--- src/pfe_pkg.sv ---
// Package for the protobuf field extractor: payload structs, parser phases,
// status and wire type codes. No dependencies.
`timescale 1ns / 1ps

package pfe_pkg;

  localparam int TARGET_W    = 29;
  localparam int QUEUE_DEPTH = 2;

  typedef struct packed {
    logic [7:0] data_byte;
    logic       last_byte;
  } in_item_t;

  typedef enum logic [2:0] {
    ST_VALUE    = 3'd0,
    ST_EMPTY    = 3'd1,
    ST_NOTFOUND = 3'd2,
    ST_BADWIRE  = 3'd3,
    ST_TRUNC    = 3'd4
  } status_t;

  typedef struct packed {
    logic [7:0] value_byte;
    logic       value_last;
    status_t    status;
  } out_item_t;

  typedef enum logic [2:0] {
    PH_TAG       = 3'd0,
    PH_LEN       = 3'd1,
    PH_SKIPVAR   = 3'd2,
    PH_SKIPBYTES = 3'd3,
    PH_EMIT      = 3'd4,
    PH_DONE      = 3'd5
  } phase_t;

  localparam logic [2:0] WT_VARINT = 3'd0;
  localparam logic [2:0] WT_I64    = 3'd1;
  localparam logic [2:0] WT_LEN    = 3'd2;
  localparam logic [2:0] WT_I32    = 3'd5;

  localparam logic [6:0] SHIFT_STEP = 7'd7;
  localparam logic [6:0] SHIFT_SAT  = 7'd70;
  localparam logic [6:0] ACC_BITS   = 7'd64;

endpackage

--- src/protobuf_field_extractor_unit.sv ---
// Results are written into the two-entry queue when the byte is accepted, then
// loaded into the output register (queue write, then output register load).
// Throughput: one byte per cycle while in_ready is high, set by the parser state update.
// in_ready drops only while the two-entry result queue is full.
// Reset (synchronous, rst_n low): parser to tag phase, target field number to 1,
// queue and output register empty.
`timescale 1ns / 1ps

module protobuf_field_extractor_unit import pfe_pkg::*; #(
  parameter int LENGTH_BITS = 32
) (
  input  logic                clk,
  input  logic                rst_n,
  input  logic                in_valid,
  output logic                in_ready,
  input  in_item_t            in_data,
  output logic                out_valid,
  input  logic                out_ready,
  output out_item_t           out_data,
  input  logic                cfg_we,
  input  logic [TARGET_W-1:0] cfg_wdata
);

  logic      fire;
  logic      push;
  out_item_t push_data;
  logic      q_full;
  logic      q_valid;
  logic      q_pop;
  out_item_t q_head;

  assign in_ready = !q_full;
  assign fire     = in_valid && in_ready;

  pfe_front #(.LENGTH_BITS(LENGTH_BITS)) u_front (
    .clk       (clk),
    .rst_n     (rst_n),
    .cfg_we    (cfg_we),
    .cfg_wdata (cfg_wdata),
    .fire      (fire),
    .in_data   (in_data),
    .push      (push),
    .push_data (push_data)
  );

  pfe_queue u_queue (
    .clk       (clk),
    .rst_n     (rst_n),
    .push      (push),
    .push_data (push_data),
    .pop       (q_pop),
    .full      (q_full),
    .not_empty (q_valid),
    .head      (q_head)
  );

  pfe_back u_back (
    .clk       (clk),
    .rst_n     (rst_n),
    .q_valid   (q_valid),
    .q_head    (q_head),
    .q_pop     (q_pop),
    .out_valid (out_valid),
    .out_ready (out_ready),
    .out_data  (out_data)
  );

endmodule

--- src/pfe_front.sv ---
// Front end: accepts message bytes, decodes tags and lengths, skips fields
// and produces at most one result transaction per byte. Uses pfe_pkg.
`timescale 1ns / 1ps

module pfe_front import pfe_pkg::*; #(
  parameter int LENGTH_BITS = 32
) (
  input  logic                clk,
  input  logic                rst_n,
  input  logic                cfg_we,
  input  logic [TARGET_W-1:0] cfg_wdata,
  input  logic                fire,
  input  in_item_t            in_data,
  output logic                push,
  output out_item_t           push_data
);

  localparam logic [LENGTH_BITS-1:0] LEN_I64 = LENGTH_BITS'(8);
  localparam logic [LENGTH_BITS-1:0] LEN_I32 = LENGTH_BITS'(4);

  phase_t                 phase_r, phase_nxt;
  logic [63:0]            acc_r, acc_nxt;
  logic [6:0]             shift_r, shift_nxt;
  logic                   match_r, match_nxt;
  logic [LENGTH_BITS-1:0] left_r, left_nxt;
  logic [TARGET_W-1:0]    target_r;

  logic [63:0]            acc_upd;
  logic [7:0]             shift_sum;
  logic [6:0]             shift_inc;
  logic                   vdone;
  logic                   len_sat;
  logic [LENGTH_BITS-1:0] len_val;
  logic [LENGTH_BITS-1:0] left_dec;
  logic                   have;
  status_t                st;
  logic [7:0]             vb;
  logic                   vl;

  always_ff @(posedge clk) begin
    if (!rst_n) begin
      target_r <= TARGET_W'(1);
    end else if (cfg_we) begin
      target_r <= cfg_wdata;
    end
  end

  always_ff @(posedge clk) begin
    if (!rst_n) begin
      phase_r <= PH_TAG;
      acc_r   <= '0;
      shift_r <= '0;
      match_r <= 1'b0;
      left_r  <= '0;
    end else begin
      phase_r <= phase_nxt;
      acc_r   <= acc_nxt;
      shift_r <= shift_nxt;
      match_r <= match_nxt;
      left_r  <= left_nxt;
    end
  end

  always_comb begin
    // bits past 64 are dropped
    acc_upd   = (shift_r < ACC_BITS) ? (acc_r | ({56'd0, 1'b0, in_data.data_byte[6:0]} << shift_r))
                                     : acc_r;
    vdone     = !in_data.data_byte[7];
    shift_sum = {1'b0, shift_r} + {1'b0, SHIFT_STEP};
    shift_inc = (shift_sum > {1'b0, SHIFT_SAT}) ? SHIFT_SAT : shift_sum[6:0];
    len_sat   = |(acc_upd >> LENGTH_BITS);
    len_val   = len_sat ? '1 : acc_upd[LENGTH_BITS-1:0];
    left_dec  = left_r - LENGTH_BITS'(1);

    phase_nxt = phase_r;
    acc_nxt   = acc_r;
    shift_nxt = shift_r;
    match_nxt = match_r;
    left_nxt  = left_r;
    have      = 1'b0;
    st        = ST_VALUE;
    vb        = '0;
    vl        = 1'b0;

    if (fire) begin
      unique case (phase_r)
        PH_TAG: begin
          if (vdone) begin
            match_nxt = (acc_upd[34:3] == {3'd0, target_r});
            acc_nxt   = '0;
            shift_nxt = '0;
            unique case (acc_upd[2:0])
              WT_VARINT: phase_nxt = PH_SKIPVAR;
              WT_I64: begin
                left_nxt  = LEN_I64;
                phase_nxt = PH_SKIPBYTES;
              end
              WT_I32: begin
                left_nxt  = LEN_I32;
                phase_nxt = PH_SKIPBYTES;
              end
              WT_LEN: phase_nxt = PH_LEN;
              default: begin
                have      = 1'b1;
                st        = ST_BADWIRE;
                vl        = 1'b1;
                phase_nxt = PH_DONE;
              end
            endcase
          end else begin
            acc_nxt   = acc_upd;
            shift_nxt = shift_inc;
          end
        end
        PH_LEN: begin
          if (vdone) begin
            acc_nxt   = '0;
            shift_nxt = '0;
            left_nxt  = len_val;
            if (match_r) begin
              if (len_val == '0) begin
                have      = 1'b1;
                st        = ST_EMPTY;
                vl        = 1'b1;
                phase_nxt = PH_DONE;
              end else begin
                phase_nxt = PH_EMIT;
              end
            end else begin
              phase_nxt = (len_val == '0) ? PH_TAG : PH_SKIPBYTES;
            end
          end else begin
            acc_nxt   = acc_upd;
            shift_nxt = shift_inc;
          end
        end
        PH_SKIPVAR: begin
          if (vdone) begin
            acc_nxt   = '0;
            shift_nxt = '0;
            phase_nxt = PH_TAG;
          end else begin
            acc_nxt   = acc_upd;
            shift_nxt = shift_inc;
          end
        end
        PH_SKIPBYTES: begin
          left_nxt = left_dec;
          if (left_dec == '0) phase_nxt = PH_TAG;
        end
        PH_EMIT: begin
          left_nxt = left_dec;
          have     = 1'b1;
          vb       = in_data.data_byte;
          if (left_dec == '0) begin
            vl        = 1'b1;
            phase_nxt = PH_DONE;
          end
        end
        PH_DONE: ;
        default: ;
      endcase

      if (in_data.last_byte) begin
        if (!have) begin
          if (phase_nxt == PH_TAG && shift_nxt == '0) begin
            have = 1'b1;
            st   = ST_NOTFOUND;
            vl   = 1'b1;
          end else if (phase_nxt != PH_DONE) begin
            have = 1'b1;
            st   = ST_TRUNC;
            vl   = 1'b1;
          end
        end else if (st == ST_VALUE && !vl) begin
          // payload cut short by end of buffer
          st = ST_TRUNC;
          vb = '0;
          vl = 1'b1;
        end
        phase_nxt = PH_TAG;
        acc_nxt   = '0;
        shift_nxt = '0;
        left_nxt  = '0;
        match_nxt = 1'b0;
      end
    end

    push                 = have;
    push_data.value_byte = vb;
    push_data.value_last = vl;
    push_data.status     = st;
  end

endmodule

--- src/pfe_queue.sv ---
// Short result queue between parser and output stage.
// Uses pfe_pkg for the result struct and depth.
`timescale 1ns / 1ps

module pfe_queue import pfe_pkg::*; (
  input  logic      clk,
  input  logic      rst_n,
  input  logic      push,
  input  out_item_t push_data,
  input  logic      pop,
  output logic      full,
  output logic      not_empty,
  output out_item_t head
);

  localparam int PTR_W = (QUEUE_DEPTH > 1) ? $clog2(QUEUE_DEPTH) : 1;
  localparam int CNT_W = $clog2(QUEUE_DEPTH + 1);

  out_item_t        slot_r [QUEUE_DEPTH];
  logic [PTR_W-1:0] wr_ptr_r, rd_ptr_r;
  logic [CNT_W-1:0] count_r;

  function automatic logic [PTR_W-1:0] ptr_inc(input logic [PTR_W-1:0] p);
    ptr_inc = (p == PTR_W'(QUEUE_DEPTH - 1)) ? '0 : p + PTR_W'(1);
  endfunction

  always_ff @(posedge clk) begin
    if (push) slot_r[wr_ptr_r] <= push_data;
  end

  always_ff @(posedge clk) begin
    if (!rst_n) begin
      wr_ptr_r <= '0;
      rd_ptr_r <= '0;
      count_r  <= '0;
    end else begin
      if (push) wr_ptr_r <= ptr_inc(wr_ptr_r);
      if (pop) rd_ptr_r <= ptr_inc(rd_ptr_r);
      case ({push, pop})
        2'b10:   count_r <= count_r + CNT_W'(1);
        2'b01:   count_r <= count_r - CNT_W'(1);
        default: count_r <= count_r;
      endcase
    end
  end

  assign full      = (count_r == CNT_W'(QUEUE_DEPTH));
  assign not_empty = (count_r != '0);
  assign head      = slot_r[rd_ptr_r];

endmodule

--- src/pfe_back.sv ---
// Back end: output register that drains the result queue toward the consumer.
// Uses pfe_pkg for the result struct.
`timescale 1ns / 1ps

module pfe_back import pfe_pkg::*; (
  input  logic      clk,
  input  logic      rst_n,
  input  logic      q_valid,
  input  out_item_t q_head,
  output logic      q_pop,
  output logic      out_valid,
  input  logic      out_ready,
  output out_item_t out_data
);

  logic      valid_r;
  out_item_t data_r;

  // load when the register is empty or its transaction leaves this cycle
  assign q_pop = q_valid && (!valid_r || out_ready);

  always_ff @(posedge clk) begin
    if (!rst_n) begin
      valid_r <= 1'b0;
    end else if (q_pop) begin
      valid_r <= 1'b1;
    end else if (out_ready) begin
      valid_r <= 1'b0;
    end
  end

  always_ff @(posedge clk) begin
    if (q_pop) data_r <= q_head;
  end

  assign out_valid = valid_r;
  assign out_data  = data_r;

endmodule

--- config.mk ---
export PLATFORM = sky130hd
export DESIGN_NAME = protobuf_field_extractor_unit
export DESIGN_NICKNAME = d
export VERILOG_FILES = /design/src/pfe_pkg.sv /design/src/protobuf_field_extractor_unit.sv /design/src/pfe_front.sv /design/src/pfe_queue.sv /design/src/pfe_back.sv
export SDC_FILE = /design/constraint.sdc
export NUM_CORES = 1
export LEC_CHECK = 0
export BUFFER_PORTS_ARGS = -buffer_cell sky130_fd_sc_hd__buf_4
export CAP_MARGIN = 20
export CORE_ASPECT_RATIO = 0.6
export CORE_MARGIN = 2
export CORE_UTILIZATION = 30
export DETAILED_ROUTE_END_ITERATION = 16
export HOLD_SLACK_MARGIN = 0.06
export PLACE_DENSITY = 0.52
export SLEW_MARGIN = 20
export SYNTH_ARGS = -nofsm -noshare
export SYNTH_HDL_FRONTEND = slang
export SYNTH_SLANG_ARGS = --single-unit
--- constraint.sdc ---
create_clock -name clk -period 6.8 [get_ports clk]
set_input_delay 0.34 -clock clk [delete_from_list [all_inputs] [get_ports clk]]
set_output_delay 0.34 -clock clk [all_outputs]
set_load 0.01 [all_outputs]
==> PnR_summary.wiki <==
{| class="wikitable"
! Metric !! Value
|-
| Global route overflow || 0
|-
| Remaining design rule violation count || 0
|-
| Fmax || 162 MHz
|-
| Arrival time of data at the critical path endpoint || between 6 and 7 ns
|-
| Post-route setup TNS || 0 ns
|-
| Count of hold-fix buffers inserted at cts || 0
|-
| Root buf cell || sky130_fd_sc_hd__clkbuf_16
|-
| Global-route wire length before repair || between 50000 and 60000 um
|-
| Count of antenna diodes in the layout || 0
|-
| Die Y-Extent || 147 um
|-
| Clock network latency to the later pin of the worst-skew pair || roughly 0.46 ns
|-
| Max VDD drop || 0.000198 V
|-
| Number of nets in the layout || approximately 1300
|-
| LEAKAGE || 4.29 nW
|-
| Comb power frac || approximately a quarter
|-
| Critical Path Source Type || flop
|-
| Most frequent cell after synthesis || sky130_fd_sc_hd__dfxtp_1
|-
| Number of buffers inserted to repair setup after CTS || 0
|-
| Result of the run || finished clean
|-
| Post-Synthesis Net Count || around 1300
|-
| Path category of the worst min-delay check || input pin to flop
|-
| # Max-Cap Violations || 0
|-
| I/O Buffers || 56
|-
| Initial Utilization || between 30% and 40%
|-
| Final Max Tran Viols || 0
|-
| Register area share after synthesis || between 30% and 40%
|-
| Core area || about 0.034 mm^2
|-
| Worst Tran Pin Value || approximately 1.1 ns
|-
| H-tree depth || 4
|-
| First DRT Iteration DRCs || approximately 1200
|-
| PD cells || approximately 260 mW/mm^2
|-
| Sw frac || 32.2%
|-
| Number of distinct library cells after synthesis || 72
|-
| Final cycle utilization of the critical path || 90.8%
|-
| RSZ-0062 raised after global routing || false
|-
| Vias/cell || roughly 5.6
|-
| Total number of yosys warnings || 0
|-
| Die Outline Area || around 0.036 mm^2
|-
| Crit Path Max Fanout || 22
|-
| Wire length per cell after detailed routing || approximately 21 um
|-
| Flip-flop cell with the highest count after synthesis || sky130_fd_sc_hd__dfxtp_1
|-
| Largest net degree at the start of global routing || 117
|-
| Worst slew margin relative to its limit || between 20% and 30%
|-
| Average cell area after synthesis || 8.50 um^2
|-
| CTS tree || yes
|-
| Final routed wirelength across all metal layers || around 36000 um
|-
| DIE WIDTH || 242 um
|-
| Setup crit end kind || flop
|-
| Total net switching power || about 1 mW
|-
| Cell-internal power || roughly 2.1 mW
|-
| Global placement routability congestion || roughly 0.93
|-
| Worst setup path class || flop to flop
|-
| Number of resized instances in the post-cts repair step || 0
|-
| Final clock skew || ~0.012 ns
|-
| Final core utilization || 34.9%
|-
| Clock slew at reported path FFs || 0.07 ns
|-
| Yosys top cell by area || sky130_fd_sc_hd__dfxtp_1
|-
| Number of clock buffers inserted by TritonCTS || 17
|-
| Endpoints failing hold || 0
|-
| Flop pwr share || roughly 40%
|-
| Proportion of layout cells with a drive suffix above 1 || a little over an eighth
|-
| Total clock sinks || 177
|-
| Row Count || 52
|-
| Top cells by area in the synthesized netlist || sky130_fd_sc_hd__dfxtp_1 (28%), sky130_fd_sc_hd__edfxtp_1 (11%), sky130_fd_sc_hd__a21oi_1 (5.0%)
|-
| Vias || ~9400
|-
| Yosys top cell area share || between 20% and 30%
|-
| CTS Buffer Depth || 2
|-
| Half-perimeter wire length after placement || between 20000 and 30000 um
|-
| Synth-to-Final Area Change || 15.0%
|-
| First-pass detailed-route iteration total || 5
|-
| Number of enable-type register cells in the synthesized netlist || 36
|-
| Number of global-route vias before repair || between 8000 and 9000
|-
| Antenna violations before repair || 0
|-
| Clock Power Share || about a third
|-
| Gate count after technology mapping || 1200
|-
| Total of fill cells in the finished design || approximately 3500
|-
| Remaining antenna violation count after routing || 0
|-
| Finish-stage setup viols || 0
|-
| Number of storage elements in the synthesis netlist || between 150 and 200
|-
| Top cell types by occurrence after synthesis || sky130_fd_sc_hd__dfxtp_1 (141), sky130_fd_sc_hd__a21oi_1 (101), sky130_fd_sc_hd__nand2_1 (85), sky130_fd_sc_hd__clkbuf_1 (82), sky130_fd_sc_hd__nor2b_1 (80)
|-
| Share of flip-flops with an asynchronous set or reset after synthesis || 0%
|-
| I/O pin total || 57
|-
| Overall track demand over capacity in global routing || between 20% and 30%
|-
| CP Data Required Time || a little over 7 ns
|-
| Min Clock Period, post-route || roughly 6.2 ns
|-
| Post-synthesis cell area || between 0.01 and 0.015 mm^2
|}
cells by family after synthesis:
group / synth area share (%)
simple gates: 26.1
flops: 38.3
buf+inv: 4.59
xor+xnor: 2.58
compound gates: 20.9
fa+ha+maj: 0.859
mux: 6.71
final timing paths:
path | cells after the start | slack [ns] | startpoint | end
min reg2reg | 2 | 0.49 | u_queue.wr_ptr_r$_SDFFE_PN0N_ | u_queue.wr_ptr_r$_SDFFE_PN0N_
max | 19 | 0.63 | u_front.shift_r[1]$_SDFFE_PN0P_ | u_queue.count_r[1]$_SDFFE_PN0P_
min | 3 | 0.10 | cfg_wdata[0] | u_front.target_r[0]$_SDFFE_PN1P_
max reg2reg | 19 | 0.63 | u_front.shift_r[1]$_SDFFE_PN0P_ | u_queue.count_r[1]$_SDFFE_PN0P_
power by group through the flow:
stage	logic [mW]	clock network, mW	registers [mW]
6_report	0.795	1.06	1.25
5_1_grt	0.863	1.12	1.26
4_1_cts	0.785	1.08	1.25
3_5_place_dp	0.781	0	1.28
3_3_place_gp	0.781	0	1.27
2_1_floorplan	0.531	0	1.26
layout make-up:
| cell class | instances | area (um^2) | share of cell area, % |
|---|---|---|---|
| clock buffers | 25 | 527 | 4.49 |
| clock inverters | 7 | 96.3 | 0.821 |
| inverters | 33 | 124 | 1.06 |
| multi-input cells | 901 | 5850 | 49.8 |
| flip-flops and latches | 177 | 3900 | 33.3 |
| well taps | 459 | 574 | 4.90 |
| repair buffers | 85 | 658 | 5.61 |
per-stage QoR:
stage / hold WS (ns) / std cells / setup WS, ns / total power, mW / instance area (um^2)
2_1_floorplan: 0.451 / 1200 / 1.87 / 1.79 / 10200
3_3_place_gp: 0.467 / 1654 / 1.07 / 2.06 / 11100
3_5_place_dp: 0.473 / 1654 / 0.872 / 2.06 / 11100
4_1_cts: 0.0834 / 1686 / 0.812 / 3.11 / 11700
5_1_grt: 0.108 / 1687 / 0.386 / 3.25 / 11700
6_report: 0.100 / 1687 / 0.628 / 3.10 / 11700
cell usage in the layout, fill, tap and decap left out, types with 7 or more instances in the layout:
| cell | synthesis | layout |
|---|---|---|
| sky130_fd_sc_hd__dfxtp_1 | 141 | 141 |
| sky130_fd_sc_hd__a21oi_1 | 101 | 101 |
| sky130_fd_sc_hd__nand2_1 | 85 | 85 |
| sky130_fd_sc_hd__buf_4 | 0 | 84 |
| sky130_fd_sc_hd__nor2b_1 | 80 | 80 |
| sky130_fd_sc_hd__nor2_1 | 78 | 77 |
| sky130_fd_sc_hd__o21ai_0 | 57 | 57 |
| sky130_fd_sc_hd__mux2i_1 | 38 | 38 |
| sky130_fd_sc_hd__edfxtp_1 | 36 | 36 |
| sky130_fd_sc_hd__nor4_1 | 36 | 35 |
| sky130_fd_sc_hd__a22oi_1 | 33 | 33 |
| sky130_fd_sc_hd__inv_1 | 32 | 32 |
| sky130_fd_sc_hd__nor3b_1 | 31 | 31 |
| sky130_fd_sc_hd__and2_1 | 27 | 27 |
| sky130_fd_sc_hd__nor3_1 | 27 | 25 |
| sky130_fd_sc_hd__nand3_1 | 22 | 22 |
| sky130_fd_sc_hd__mux2_2 | 19 | 19 |
| sky130_fd_sc_hd__o22ai_1 | 19 | 19 |
| sky130_fd_sc_hd__clkbuf_16 | 0 | 18 |
| sky130_fd_sc_hd__or3_1 | 16 | 16 |
| sky130_fd_sc_hd__nand4_1 | 16 | 16 |
| sky130_fd_sc_hd__xnor2_1 | 15 | 15 |
| sky130_fd_sc_hd__xor2_1 | 15 | 15 |
| sky130_fd_sc_hd__nand2b_1 | 14 | 14 |
| sky130_fd_sc_hd__or4_1 | 10 | 10 |
| sky130_fd_sc_hd__a32oi_1 | 10 | 10 |
| sky130_fd_sc_hd__and3_1 | 10 | 10 |
| sky130_fd_sc_hd__a31oi_1 | 10 | 10 |
| sky130_fd_sc_hd__a221o_1 | 10 | 10 |
| sky130_fd_sc_hd__nor4b_1 | 8 | 8 |
| sky130_fd_sc_hd__o41ai_1 | 7 | 7 |
| sky130_fd_sc_hd__o31ai_1 | 7 | 7 |
| sky130_fd_sc_hd__o211ai_1 | 7 | 7 |
| sky130_fd_sc_hd__ha_1 | 7 | 7 |
critical path: stages, from the launching register on:
cell                       delay [ns]
sky130_fd_sc_hd__dfxtp_1         0.78
sky130_fd_sc_hd__mux2_2          0.42
sky130_fd_sc_hd__mux2_2          0.35
sky130_fd_sc_hd__a21oi_1         0.46
sky130_fd_sc_hd__and3_1          0.30
sky130_fd_sc_hd__and3_1          0.22
sky130_fd_sc_hd__nand4_1         0.10
sky130_fd_sc_hd__or4_1           0.54
sky130_fd_sc_hd__nor4_1          0.63
sky130_fd_sc_hd__nand3_1         0.23
sky130_fd_sc_hd__ha_1            0.34
sky130_fd_sc_hd__a21oi_1         0.15
sky130_fd_sc_hd__o21ai_0         0.09
sky130_fd_sc_hd__o21a_1          0.14
sky130_fd_sc_hd__o21ai_1         0.13
sky130_fd_sc_hd__nor3_1          0.10
sky130_fd_sc_hd__nor3_2          0.26
sky130_fd_sc_hd__ha_1            0.32
sky130_fd_sc_hd__or3_1           0.37
sky130_fd_sc_hd__a21boi_0        0.17
per-layer routing:
layer  GRT usage, %  part of all wire, %
met5              0                    0
met4           5.40                  1.3
met3           5.19                  9.8
met2           24.8                   36
met1           32.8                   53
sequential cells by signal, indices dropped and copies added, names as in the netlist, 2 cells and up:
name / count
u_front.acc_r: 64
u_front.left_r: 32
u_front.target_r: 29
u_queue.slot_r: 24
u_back.out_data: 12
u_front.shift_r: 7
u_front.phase_r: 3
u_queue.count_r: 2
Note: power is estimated with default switching activity, not from simulation.
